**src/sv/vzs_pkg.sv**
```systemverilog
// Shared types and constants for the varint / ZigZag value serializer.
package vzs_pkg;

	localparam logic [2:0] CMD_BYTE     = 3'd0;
	localparam logic [2:0] CMD_INT16    = 3'd1;
	localparam logic [2:0] CMD_INT32    = 3'd2;
	localparam logic [2:0] CMD_VARINT32 = 3'd3;
	localparam logic [2:0] CMD_VARINT64 = 3'd4;
	localparam logic [2:0] CMD_ZIGZAG32 = 3'd5;
	localparam logic [2:0] CMD_ZIGZAG64 = 3'd6;
	localparam logic [2:0] CMD_CLEAR    = 3'd7;

	localparam logic [1:0] ORD_DEFAULT = 2'd0;
	localparam logic [1:0] ORD_BIG     = 2'd1;
	localparam logic [1:0] ORD_LITTLE  = 2'd2;

	localparam logic [7:0] CONT_BIT   = 8'h80;
	localparam int         GROUP_BITS = 7;

	typedef struct packed {
		logic load;
		logic clear;
		logic step;
	} vzs_ctl_t;

	typedef struct packed {
		logic slot_free;
		logic last;
	} vzs_stat_t;

endpackage

```
**src/sv/vzs_ctrl.sv**
```systemverilog
// Controller state machine for the value serializer.
module vzs_ctrl (
	input  logic             clk,
	input  logic             arst_n,
	input  logic             in_valid,
	input  logic [2:0]       cmd,
	input  vzs_pkg::vzs_stat_t stat,
	output logic             in_stall,
	output vzs_pkg::vzs_ctl_t  ctl
);
	import vzs_pkg::*;

	typedef enum logic {
		ST_IDLE,
		ST_EMIT
	} state_t;

	state_t state_q;

	always_comb begin
		ctl       = '0;
		in_stall  = (state_q != ST_IDLE);
		unique case (state_q)
			ST_IDLE: begin
				ctl.load  = in_valid && (cmd != CMD_CLEAR);
				ctl.clear = in_valid && (cmd == CMD_CLEAR);
			end
			ST_EMIT: begin
				ctl.step = stat.slot_free;
			end
			default: begin
				ctl = '0;
			end
		endcase
	end

	always_ff @(posedge clk or negedge arst_n) begin
		if (!arst_n) begin
			state_q <= ST_IDLE;
		end else begin
			unique case (state_q)
				ST_IDLE: begin
					if (ctl.load) begin
						state_q <= ST_EMIT;
					end
				end
				ST_EMIT: begin
					if (ctl.step && stat.last) begin
						state_q <= ST_IDLE;
					end
				end
				default: begin
					state_q <= ST_IDLE;
				end
			endcase
		end
	end

endmodule

```
**src/sv/vzs_dp.sv**
```systemverilog
// Datapath for the value serializer: byte shifter, offset counter, output register.
module vzs_dp (
	input  logic              clk,
	input  logic              arst_n,
	input  vzs_pkg::vzs_ctl_t ctl,
	output vzs_pkg::vzs_stat_t stat,
	input  logic [2:0]        cmd,
	input  logic [63:0]       payload,
	input  logic [1:0]        order_request,
	input  logic              cfg_valid,
	input  logic              cfg_ready,
	input  logic              cfg_data,
	output logic              out_valid,
	input  logic              out_stall,
	output logic [7:0]        out_byte,
	output logic [31:0]       byte_offset,
	output logic              last_of_item
);
	import vzs_pkg::*;

	logic        dflt_order_q;
	logic [63:0] val_q;
	logic        is_var_q;
	logic [1:0]  cnt_q;
	logic [31:0] offset_q;
	logic        out_valid_q;
	logic [7:0]  out_byte_q;
	logic [31:0] byte_offset_q;
	logic        last_q;

	logic        little;
	logic [63:0] load_val;
	logic        load_var;
	logic [1:0]  load_cnt;
	logic [15:0] v16;
	logic [31:0] v32;
	logic [31:0] zz32;
	logic [63:0] zz64;
	logic        cur_last;
	logic [7:0]  cur_byte;

	always_comb begin
		priority if (order_request == ORD_BIG) begin
			little = 1'b0;
		end else if (order_request == ORD_LITTLE) begin
			little = 1'b1;
		end else begin
			little = dflt_order_q;
		end
	end

	assign v16  = little ? payload[15:0] : {payload[7:0], payload[15:8]};
	assign v32  = little ? payload[31:0]
		: {payload[7:0], payload[15:8], payload[23:16], payload[31:24]};
	assign zz32 = {payload[30:0], 1'b0} ^ {32{payload[31]}};
	assign zz64 = {payload[62:0], 1'b0} ^ {64{payload[63]}};

	always_comb begin
		load_val = 64'd0;
		load_var = 1'b0;
		load_cnt = 2'd0;
		unique case (cmd)
			CMD_BYTE: begin
				load_val = {56'd0, payload[7:0]};
			end
			CMD_INT16: begin
				load_val = {48'd0, v16};
				load_cnt = 2'd1;
			end
			CMD_INT32: begin
				load_val = {32'd0, v32};
				load_cnt = 2'd3;
			end
			CMD_VARINT32: begin
				load_val = {32'd0, payload[31:0]};
				load_var = 1'b1;
			end
			CMD_VARINT64: begin
				load_val = payload;
				load_var = 1'b1;
			end
			CMD_ZIGZAG32: begin
				load_val = {32'd0, zz32};
				load_var = 1'b1;
			end
			CMD_ZIGZAG64: begin
				load_val = zz64;
				load_var = 1'b1;
			end
			default: begin
				load_val = 64'd0;
			end
		endcase
	end

	assign cur_last = is_var_q ? (val_q[63:GROUP_BITS] == '0) : (cnt_q == 2'd0);
	assign cur_byte = (is_var_q && !cur_last) ? (val_q[7:0] | CONT_BIT) : val_q[7:0];

	assign stat.slot_free = !out_valid_q || !out_stall;
	assign stat.last      = cur_last;

	always_ff @(posedge clk or negedge arst_n) begin
		if (!arst_n) begin
			dflt_order_q <= 1'b0;
			offset_q     <= 32'd0;
			out_valid_q  <= 1'b0;
		end else begin
			if (cfg_valid && cfg_ready) begin
				dflt_order_q <= cfg_data;
			end
			if (ctl.clear) begin
				offset_q <= 32'd0;
			end else if (ctl.step) begin
				offset_q <= offset_q + 32'd1;
			end
			if (ctl.step) begin
				out_valid_q <= 1'b1;
			end else if (!out_stall) begin
				out_valid_q <= 1'b0;
			end
		end
	end

	always_ff @(posedge clk) begin
		if (ctl.load) begin
			val_q    <= load_val;
			is_var_q <= load_var;
			cnt_q    <= load_cnt;
		end else if (ctl.step) begin
			val_q <= is_var_q ? (val_q >> GROUP_BITS) : (val_q >> 8);
			cnt_q <= cnt_q - 2'd1;
		end
		if (ctl.step) begin
			out_byte_q    <= cur_byte;
			byte_offset_q <= offset_q;
			last_q        <= cur_last;
		end
	end

	assign out_valid    = out_valid_q;
	assign out_byte     = out_byte_q;
	assign byte_offset  = byte_offset_q;
	assign last_of_item = last_q;

endmodule

```
**src/sv/varint_zigzag_value_serializer.sv**
```systemverilog
// Varint / ZigZag / fixed-width value serializer, top level.
// Input channel (in_valid, in_stall): one item per transfer, carrying cmd,
// payload and order_request. Output channel (out_valid, out_stall): one
// serialized byte per transfer with its stream offset and a last-byte mark.
// Configuration channel (cfg_valid, cfg_ready, cfg_data): writes the default
// byte order; cfg_ready is always high, so every write is accepted.
// An item yields N output bytes (1 to 10), the output register emitting one
// byte per cycle while the receiver does not stall; the first byte enters the
// output register from the emit state that follows the input transfer. A clear
// item resets the stream offset and emits nothing.
// The next item is accepted while the last byte of the previous one still
// sits in the output register.
// A stall from the receiver holds the output register and pauses the byte
// shifter; nothing is lost or repeated.
// Reset clears the stream offset, the default byte order (big endian) and
// the output valid; the block is ready for an item right after reset.
module varint_zigzag_value_serializer (
	input  logic        clk,
	input  logic        arst_n,
	input  logic        in_valid,
	output logic        in_stall,
	input  logic [2:0]  cmd,
	input  logic [63:0] payload,
	input  logic [1:0]  order_request,
	input  logic        cfg_valid,
	output logic        cfg_ready,
	input  logic        cfg_data,
	output logic        out_valid,
	input  logic        out_stall,
	output logic [7:0]  out_byte,
	output logic [31:0] byte_offset,
	output logic        last_of_item
);
	import vzs_pkg::*;

	vzs_ctl_t  ctl;
	vzs_stat_t stat;

	assign cfg_ready = 1'b1;

	vzs_ctrl u_ctrl (
		.clk      (clk),
		.arst_n   (arst_n),
		.in_valid (in_valid),
		.cmd      (cmd),
		.stat     (stat),
		.in_stall (in_stall),
		.ctl      (ctl)
	);

	vzs_dp u_dp (
		.clk           (clk),
		.arst_n        (arst_n),
		.ctl           (ctl),
		.stat          (stat),
		.cmd           (cmd),
		.payload       (payload),
		.order_request (order_request),
		.cfg_valid     (cfg_valid),
		.cfg_ready     (cfg_ready),
		.cfg_data      (cfg_data),
		.out_valid     (out_valid),
		.out_stall     (out_stall),
		.out_byte      (out_byte),
		.byte_offset   (byte_offset),
		.last_of_item  (last_of_item)
	);

`ifndef ASSERT_OFF
	a_load_busy: assert property (@(posedge clk) disable iff (!arst_n)
		ctl.load |=> in_stall)
		else $error("item load did not make the block busy");

	a_mid_busy: assert property (@(posedge clk) disable iff (!arst_n)
		(ctl.step && !stat.last) |=> in_stall)
		else $error("block went idle before the last byte");

	a_step_out: assert property (@(posedge clk) disable iff (!arst_n)
		ctl.step |=> out_valid)
		else $error("emitted byte missing from output register");

	a_no_overlap: assert property (@(posedge clk) disable iff (!arst_n)
		!(ctl.step && (ctl.load || ctl.clear)))
		else $error("byte step overlaps an item transfer");
`endif

endmodule
```
**config.mk**
```make
export PLATFORM = sky130hd
export DESIGN_NAME = varint_zigzag_value_serializer
export DESIGN_NICKNAME = d
export VERILOG_FILES = /design/src/sv/vzs_pkg.sv /design/src/sv/vzs_ctrl.sv /design/src/sv/vzs_dp.sv /design/src/sv/varint_zigzag_value_serializer.sv
export SDC_FILE = /design/constraint.sdc
export NUM_CORES = 1
export LEC_CHECK = 0
export ABC_AREA = 1
export BUFFER_PORTS_ARGS = -buffer_cell sky130_fd_sc_hd__buf_2
export CAP_MARGIN = 20
export CORE_UTILIZATION = 30
export DETAILED_ROUTE_END_ITERATION = 6
export SYNTH_ARGS = -nofsm -noshare
export SYNTH_HDL_FRONTEND = slang
export SYNTH_SLANG_ARGS = --single-unit
export TNS_END_PERCENT = 10
```
**constraint.sdc**
```tcl
create_clock -name clk -period 8.8 [get_ports clk]
set_input_delay 1.32 -clock clk [delete_from_list [all_inputs] [get_ports clk]]
set_output_delay 1.32 -clock clk [all_outputs]
set_load 0.02 [all_outputs]
```
After elaboration in Yosys (flattened, before gate mapping)
Index checks and enable logic that the tools add are counted.
W data, S select, Z words.
{"block": "totals", "register_bits": 143, "input_bits": 75, "out_inout_bits": 44, "wordCells": 63}
{"block": "classes", "add_sub_neg": 2, "eq_ne": 11, "muxes": 22, "bitwise": 3, "reduce_logical": 14}
{"op": "$pmux W64 S7", "count": 1}
{"op": "$mux W64", "count": 2}
{"op": "$mux W32", "count": 3}
{"op": "$xor A64 B64 Y64", "count": 1}
{"op": "$logic_not A57 Y1", "count": 1}
{"op": "$mux W57", "count": 1}
{"op": "$add A32 B1 Y32 const B", "count": 1}
{"op": "$xor A32 B32 Y32", "count": 1}
{"op": "$mux W16", "count": 1}
{"op": "$eq A3 B3 Y1 const B", "count": 4}
{"op": "$mux W1", "count": 9}
{"op": "$eq A3 B2 Y1 const B", "count": 2}
{"op": "$mux W2", "count": 3}
{"op": "$logic_and A1 B1 Y1", "count": 4}
{"op": "$pmux W2 S2", "count": 1}
{"op": "$reduce_bool A2 Y1", "count": 2}
{"op": "$reduce_or A4 Y1", "count": 1}
{"op": "$eq A3 B1 Y1 const B", "count": 1}
{"op": "$logic_not A1 Y1", "count": 3}
{"op": "$logic_not A3 Y1", "count": 1}
{"op": "$ne A3 B3 Y1 const B", "count": 1}
{"op": "$eq A2 B1 Y1 const B", "count": 1}
{"op": "$eq A2 B2 Y1 const B", "count": 1}
{"op": "$logic_not A2 Y1", "count": 1}
{"op": "other kinds (5)", "count": 5}

Logic depth before layout (Yosys ltp)
Gate-level depths: netlist of run 1.
{"block": "depth", "word_depth": 6, "depth_mapped": 11}

Hierarchy
A second synthesis of run 1 with hierarchy kept.
{"block": "hier_totals", "hier_cells": 1361, "hier_area_um2": 9445.3}
{"mod": "vzs_dp", "instances": 1, "cells_per_inst": 1346, "area_per_inst_um2": 9352.7, "seq_area_each_um2": 4093.9}
{"mod": "vzs_ctrl", "instances": 1, "cells_per_inst": 13, "area_per_inst_um2": 81.3, "seq_area_each_um2": 25.0}
{"mod": "varint_zigzag_value_serializer", "instances": 1, "cells_per_inst": 2, "area_per_inst_um2": 11.3, "seq_area_each_um2": 0.0}

Worst setup path after synthesis of run 1
No wires, ideal clock.
{"block": "synth_path", "path_type": "input port to flip-flop", "start": "input cmd[2]", "end": "register u_dp.cnt_q[0] (enable)", "setup_time_ns": 0.426, "arrival_time_ns": 3.393, "required_time_ns": 8.374, "path_slack_ns": 4.981, "cell_stages": 6, "path_buffers": 3, "path_cell_list": "buf_6 nand3_4 nand2_4 buf_4 buf_2 nand2_1"}
{"block": "synth_between", "elab_chain_cells": 4}
{"element": "start: declaration", "line_no": "varint_zigzag_value_serializer.sv:22", "text": "input logic [2:0] cmd,"}
{"element": "$ne A3 B3 Y1", "line_no": "vzs_ctrl.sv:25", "text": "ctl.load = in_valid && (cmd != CMD_CLEAR);"}
{"element": "$logic_and A1 B1 Y1", "line_no": "vzs_ctrl.sv:25"}
{"element": "$mux W2", "line_no": "vzs_ctrl.sv:23", "text": "unique case (state_q)"}
{"element": "$reduce_bool A2 Y1 (no source line)"}
{"element": "end signal: assignment", "line_no": "vzs_dp.sv:128", "text": "cnt_q <= load_cnt;"}
{"element": "end signal: assignment", "line_no": "vzs_dp.sv:131", "text": "cnt_q <= cnt_q - 2'd1;"}
{"element": "end: declaration", "line_no": "vzs_dp.sv:24", "text": "logic [1:0] cnt_q;"}
No other way between the ends.
A chain may end at the register's enable or synchronous reset.

Final worst setup path of run 1
{"block": "layout_path", "start": "input cmd[1]", "end": "register u_dp.val_q[6] (data pin)"}
{"block": "layout_between", "elab_chain_cells": 4}
{"element": "branches (longest 3 deep; another with $pmux W64 S7)"}
{"element": "$mux W64 *", "line_no": "vzs_dp.sv:125", "text": "if (ctl.load) begin"}
{"element": "end signal: assignment", "line_no": "vzs_dp.sv:126", "text": "val_q <= load_val;"}
{"element": "end signal: assignment", "line_no": "vzs_dp.sv:130", "text": "val_q <= is_var_q ? (val_q >> GROUP_BITS) : (val_q >> 8);"}
{"element": "end: declaration", "line_no": "vzs_dp.sv:22", "text": "logic [63:0] val_q;"}
Mark *: on every way between the ends.

==> run_results.csv, run 1 <==
group,metric,value,unit
run_status,status,"completed",
clock_network,cts_max_level,4,
floorplan,die_w,179,um
grt,grt_pass1_wl,45.3,mm
power,clock_power_share,0.230,
grt,antenna_found_initial,2,
power,internal_power,1.82,mW
grt,gr-usage-met2,0.297,
grt,use_met1,0.248,
yosys,synth-main-ff-cell,"edfxtp_1",
route,dr.first_iter.drc_count,1100,
run,cap_violations,0,
timing,slew_viol_final,0,
timing,worst_pin_slew,1090,ps
worst_setup_path,cp_max_fo,33,
placement,dp_cells,1721,
finish,drive_above_1_share,0.141,
grt,busiest_layer,"met2",
yosys,yosysSeqAreaShare,0.439,
floorplan,die_h,179,um
yosys,yosysUniqueCellTypes,48,
timing,timing.fmax,270,MHz
clock_network,clk_latency,430,ps
power,leakagePower,4.58,nW
power,finalPower,3.04,mW
finish,final_cell_mix,"nand2_1 (385), nor2_1 (141), inv_1 (131)",
power,sw_frac_of_total,0.401,
power,ir_drop,190,uV
yosys,synth_area_leaders,"edfxtp_1 (35%), nand2_1 (15%), dfrtp_1 (9.3%), nor2_1 (5.6%), inv_1 (5.2%)",
grt,grt_max_degree,71,
route,viasPerCell,5.12,
route,via_count,8994,
yosys,synthArstFlopShare,0.245,
yosys,ys_warn_count,0,
power,p_switching,1.22,mW
floorplan,die-area,32000,um2
route,wirelength,29.1,mm
worst_setup_path,cp.arrival,3870,ps
clock_network,cts-root-buf,"clkbuf_16",
worst_setup_path,cp-start-kind,"primary input",
timing,fin_crit_sh,0.420,
power,comb_power_share,0.327,
finish,final_cells,1755,
worst_setup_path,critical_path_class,"primary input to register",
clock_network,cts_buffers,17,
power,pwr-share-seq,0.444,
placement,gp_routability_congestion,0.936,
timing,setup_slack,5100,ps
yosys,synth_nets,1342,
placement,postPlaceCellArea,10200,um2
finish,synthToLayoutAreaGrowth,14.3,%
timing,period_needed,3700,ps
clock_network,clock-sinks,143,
floorplan,initial_utilization,0.306,
finish,final_common_cell,"nand2_1",
clock_network,postCtsSetupRepairBufs,0,
finish,num-nets-final,1421,
route,postRouteAntennaNets,0,
clock_network,tritoncts,"done",
hold_path,hold_path_class,"register to register",
finish,postLayoutCellArea,10700,um2
timing,fin_skew,11.9,ps
worst_setup_path,end_kind,"register",
clock_network,cts_resized,0,
floorplan,io_pins,119,
grt,first_global_vias,8224,
floorplan,core_area,30700,um2
grt,grt_usage,0.185,
clock_network,ctsHoldBuffers,0,
grt,grt_use_met3,0.0282,
yosys,syn_area,9390,um2
timing,rsz0062_at_grt,"false",
placement,pre_cts_ws,4710,ps
placement,place_hpwl,20.5,mm
timing,relSlewSlack,0.269,
yosys,synth_edf_count,108,
route,wire_per_inst,16.6,um
placement,port_buffers,117,
clock_network,clockBufferDepth,2,
grt,overflow,0,
floorplan,rows,64,
route,drc,0,
yosys,synth_area_per_cell,7.42,um2
yosys,synth_largest_area_cell,"edfxtp_1",
timing,hold_violations,0,
yosys,synth_top_area_share,0.345,
finish,fill_cells,3249,
clock_network,clk_pin_slew,70,ps
power,power_density,283,nW/um2
route,drtPass1Iterations,6,
timing,finalSetupTns,0,ps
worst_setup_path,cp.required,8970,ps
timing,finalSetupViolations,0,
yosys,ys_ff_latch,143,
yosys,netlist_instances,1265,
==> flip-flops by register name (all words and copies together), names as in the netlist <==
| register | cells |
|---|---|
| u_dp.offset_q | 32 |
| u_dp.is_var_q | 1 |
| u_dp.last_of_item | 1 |
| u_dp.dflt_order_q | 1 |
| u_dp.out_valid | 1 |
| u_dp.byte_offset | 32 |
| u_dp.val_q | 64 |
| u_dp.out_byte | 8 |
| u_dp.cnt_q | 2 |
| u_ctrl.in_stall | 1 |
==> worst paths after layout <==
| check | start | endpoint | slack [ps] | depth (start not counted) |
|---|---|---|---|---|
| worst max-delay path | cmd[1] | u_dp.val_q[6] | 5100 | 10 |
| worst min-delay path | u_dp.val_q[4] | u_dp.out_byte[4] | 420 | 0 |
| worst max register to register | u_ctrl.in_stall | u_dp.offset_q[24] | 5940 | 8 |
| worst min register to register | u_dp.val_q[4] | u_dp.out_byte[4] | 420 | 0 |
| max in group asynchronous | arst_n | u_ctrl.in_stall | 7210 | 1 |
| min in group asynchronous | arst_n | u_dp.dflt_order_q | 1010 | 1 |
==> power groups by stage <==
stage	sequential, mW	combinational [mW]	clock [mW]
floorplan	1.41	0.600	0
global placement	1.36	0.989	0
detailed placement	1.36	0.999	0
CTS	1.35	1.00	0.709
global route	1.39	1.12	0.737
finish	1.35	0.994	0.698
==> stage by stage <==
stage / hold slack (ps) / util
final: 422 / 0.350
after CTS: 421 / 0.350
after global placement: 405 / 0.332
after global routing: 431 / 0.350
after detailed placement: 405 / 0.332
after floorplan: 400 / -
==> area by class of cell <==
class | count | area [um2] | share of cell area
repair buffers | 122 | 623 | 0.0581
well taps | 396 | 495 | 0.0462
diodes | 2 | 5.00 | 0.000466
multi-input cells | 919 | 4400 | 0.410
clock inverters | 15 | 130 | 0.0121
inverters | 141 | 532 | 0.0496
clock buffers | 17 | 425 | 0.0396
flip-flops and latches | 143 | 4120 | 0.384
==> worst max-delay path, stage by stage <==
cell and delay, ps:
buf_2 230, nor2_1 90, nand2_2 510, nand2_1 720, nor2_1 450, inv_1 170, nand2_1 90, nand4_1 90
nor2_1 130, nor2_1 50
==> logic make-up after synthesis <==
logic type / Yosys count / synth area share
adder cells (fa/ha/maj): 2 / 0.00266
XOR/XNOR: 7 / 0.00653
multiplexers: 2 / 0.00213
other: 1 / 0.000399
flip-flops: 143 / 0.439
AND/OR/NAND/NOR: 678 / 0.310
AO/OA/AOI/OAI: 229 / 0.146
buffers and inverters: 203 / 0.0931
==> synth_stat cells (2+ instances only) <==
| library cell | instances |
|---|---|
| dfrtp_1 | 35 |
| mux2i_1 | 2 |
| nand2_2 | 4 |
| o21ai_1 | 8 |
| nor3_1 | 15 |
| o22ai_1 | 9 |
| nand2_1 | 386 |
| nand3_2 | 2 |
| buf_4 | 8 |
| nor2_4 | 6 |
| nor3_4 | 3 |
| inv_2 | 7 |
| a21boi_1 | 4 |
| edfxtp_1 | 108 |
| nor2_1 | 141 |
| a22oi_1 | 2 |
| clkinv_1 | 2 |
| inv_1 | 131 |
| nor3_2 | 2 |
| ha_1 | 2 |
| or2_2 | 2 |
| nor2_2 | 3 |
| and3_1 | 2 |
| o21ai_0 | 74 |
| clkbuf_1 | 20 |
| a21oi_1 | 70 |
| a32oi_1 | 31 |
| a31oi_1 | 2 |
| nand4_1 | 14 |
| nand3_1 | 92 |
| buf_6 | 6 |
| nand3_4 | 2 |
| a211oi_1 | 6 |
| buf_2 | 28 |
| xor2_1 | 6 |
| o211ai_1 | 18 |
==> per-layer routing <==
| metal | wire length [um] | vias up | share of wire |
|---|---|---|---|
| met5 | 0 | - | 0 |
| met4 | 870 | 0 | 0.030 |
| met3 | 1880 | 53 | 0.065 |
| met2 | 13700 | 381 | 0.47 |
| met1 | 12700 | 4166 | 0.44 |
| li1 | - | 4394 | - |
(Power assumes the default switching activity.)
==> run 2, diff against run 1 <==
--- a/config.mk
+++ b/config.mk
@@ -5,7 +5,7 @@
 export SDC_FILE = /design/constraint.sdc
 export NUM_CORES = 1
 export LEC_CHECK = 0
-export ABC_AREA = 1
+export ABC_AREA = 0
 export BUFFER_PORTS_ARGS = -buffer_cell sky130_fd_sc_hd__buf_2
 export CAP_MARGIN = 20
 export CORE_UTILIZATION = 30
==> constraint.sdc (replaced) <==
create_clock -name clk -period 3.81 [get_ports clk]
set_input_delay 0.5715 -clock clk [delete_from_list [all_inputs] [get_ports clk]]
set_output_delay 0.5715 -clock clk [all_outputs]
set_load 0.02 [all_outputs]
==> run 2 against run 1 <==
Against the previous run:
- worst hold slack got worse by 180 ps
- count of clock-buffer cells in the layout stayed put
- via count is 26% lower
- total power grew 110%
- setup slack worse by 3600 ps
- largest cell class is now registers
- clock skew up 2.9 ps
- cell count decreased by 30%
- wire length fell by 22%
==> run_results.csv, run 2 <==
group,metric,value,unit
timing,finalSetupViolations,0,
timing,finalSetupTns,0,ps
placement,port_buffers,117,
yosys,yosysSeqAreaShare,0.496,
worst_setup_path,critical_path_class,"register to register",
route,wl_met2,10.6,mm
finish,drive_above_1_share,0.204,
clock_network,tritoncts,"done",
timing,slew_viol_final,0,
worst_setup_path,cpLargestDelayFamily,"simple AND/OR/NAND/NOR gates",
clock_network,ctsHoldBuffers,0,
worst_setup_path,cp.required,3980,ps
yosys,synthTopCellsByCount,"edfxtp_1 (108), a21oi_1 (62), nor2b_1 (52)",
worst_setup_path,end_kind,"register",
clock_network,clockBufferDepth,2,
yosys,synth_edf_count,108,
yosys,ys_warn_count,0,
placement,postPlaceCellArea,9170,um2
yosys,synth_area_leaders,"edfxtp_1 (39%), dfrtp_1 (11%), mux2i_1 (5.2%), a211oi_1 (4.3%), nor2b_1 (3.9%)",
timing,setup_slack,1480,ps
route,dr.first_iter.drc_count,634,
finish,largest_register_ffs,64,
floorplan,die_h,168,um
route,dr_wl_met3,1.42,mm
timing,worst_pin_slew,1120,ps
floorplan,die_w,168,um
finish,final_cell_mix,"buf_2 (117), edfxtp_1 (108), a21oi_1 (62)",
worst_setup_path,critPathBufInv,0,
finish,fill_cells,2727,
route,drc,0,
grt,grt_usage,0.159,
placement,pre_cts_ws,1050,ps
clock_network,cts_max_level,4,
clock_network,cts_resized,0,
route,wirelength,22.6,mm
clock_network,clock-sinks,143,
grt,grt_pass1_wl,35.0,mm
finish,top_register,"u_dp.val_q",
grt,overflow,0,
finish,synthToLayoutAreaGrowth,17.8,%
route,wl_met1,10.2,mm
timing,timing.fmax,429,MHz
timing,fin_skew,14.7,ps
route,top_layer,"met4",
finish,num-nets-final,947,
route,via_count,6686,
finish,final_cells,1226,
clock_network,cts_buffers,17,
route,postRouteAntennaNets,0,
yosys,yosysUniqueCellTypes,60,
run_status,status,"completed",
yosys,synth_nets,858,
floorplan,core_area,27000,um2
power,leakagePower,3.66,nW
power,ir_drop,345,uV
placement,place_hpwl,15.7,mm
placement,dp_cells,1192,
power,finalPower,6.52,mW
grt,antenna_found_initial,2,
placement,gp_routability_congestion,0.912,
finish,postLayoutCellArea,9790,um2
timing,fin_crit_sh,0.611,
yosys,synthArstFlopShare,0.245,
floorplan,rows,60,
yosys,netlist_instances,781,
timing,fin_hold_ws,245,ps
power,power_density,667,nW/um2
timing,rsz0062_at_grt,"false",
clock_network,clk_latency,430,ps
clock_network,cts-root-buf,"clkbuf_16",
grt,first_global_vias,6161,
finish,utilization,0.362,
yosys,synth.most_common_cell,"edfxtp_1",
worst_setup_path,cp_max_fo,3,
route,viasPerCell,5.45,
worst_setup_path,crit_path_top_delay_cell,"or4_1",
yosys,synth_largest_area_cell,"edfxtp_1",
route,wire_per_inst,18.5,um
route,drtPass1Iterations,5,
worst_setup_path,crit_chain,"nor4_1, nand4_1, or4_1, a21o_1",
finish,final_common_cell,"buf_2",
clock_network,clk_pin_slew,70,ps
floorplan,die-area,28400,um2
hold_path,hold_path_class,"primary input to asynchronous set/reset pin",
timing,period_needed,2330,ps
yosys,synth_area_per_cell,10.6,um2
clock_network,postCtsSetupRepairBufs,0,
worst_setup_path,cp.arrival,2500,ps
floorplan,initial_utilization,0.307,
grt,grt_max_degree,62,
timing,hold_violations,0,
yosys,ys_ff_latch,143,
yosys,syn_area,8310,um2
yosys,synth_top_area_share,0.390,
worst_setup_path,cp-start-kind,"register",
yosys,synth-main-ff-cell,"edfxtp_1",
timing,relSlewSlack,0.252,
run,cap_violations,0,
worst_setup_path,cpPeakStageDelay,630,ps
floorplan,io_pins,119,
[run 2: cell count changes in the layout (fill, tap and decap cells not counted), sizes merged, moves of 18 or more]
cell / delta
a22oi: +37
o21ai: -60
nand2: -362
nand3: -61
inv: -128
a31oi: +23
nor4: +24
nor2b: +52
xor2: +31
a32oi: -31
o211ai: -18
mux2i: +41
nor2: -124
a211oi: +43
[run 2: cells by family after synthesis]
family                     count (synthesis)  synth area share
and+or+nand+nor                          241             0.168
AOI/OAI and AO/OA                        240             0.198
DFF                                      143             0.496
buffers and inverters                     68            0.0378
muxes                                     44            0.0531
xor gates and xnor gates                  42            0.0443
adders and majority gates                  2           0.00301
other                                      1          0.000451
[run 2: worst reg2reg max path, stage by stage, from the launching register on]
cell and delay [ps]:
edfxtp_1 420, nor4_1 570, nand4_1 250, or4_1 630, a21o_1 220
[run 2: final cells by class]
type / instances / area [um2] / area share
tap: 341 / 427 / 0.0436
multi-input combinational: 570 / 3890 / 0.397
sequential: 143 / 4120 / 0.421
clock inverter: 15 / 189 / 0.0193
antenna: 2 / 5.00 / 0.000511
inverter: 9 / 33.8 / 0.00345
timing repair buffer: 129 / 701 / 0.0716
clock buffer: 17 / 425 / 0.0435
[run 2: report_power, final]
group / switching [mW] / leakage (nW) / internal (mW) / total [mW]
combinational: 1.14 / 1.82 / 0.706 / 1.84
sequential: 0.409 / 1.54 / 2.51 / 2.92
clock: 0.759 / 0.303 / 1.00 / 1.76
total: 2.30 / 3.66 / 4.22 / 6.52
[run 2: worst paths after layout]
path                                start                 to  slack [ps]  cells past startpoint
setup / recovery           u_dp.val_q[29]   u_dp.out_byte[7]        1480                      4
setup reg to reg           u_dp.val_q[29]   u_dp.out_byte[7]        1480                      4
hold / removal                     arst_n   u_dp.offset_q[7]         240                      1
min in group clk                 cfg_data  u_dp.dflt_order_q         380                      2
hold reg to reg             u_dp.val_q[0]   u_dp.out_byte[0]         420                      0
max in group asynchronous          arst_n  u_dp.offset_q[30]        3020                      1
[run 2: per-layer routing]
layer / GRT usage / vias to the layer above
met3: 0.0317 / 32
met1: 0.215 / 3167
li1: - / 3236
met4: 0.0565 / 0
met2: 0.253 / 251
met5: 0 / -
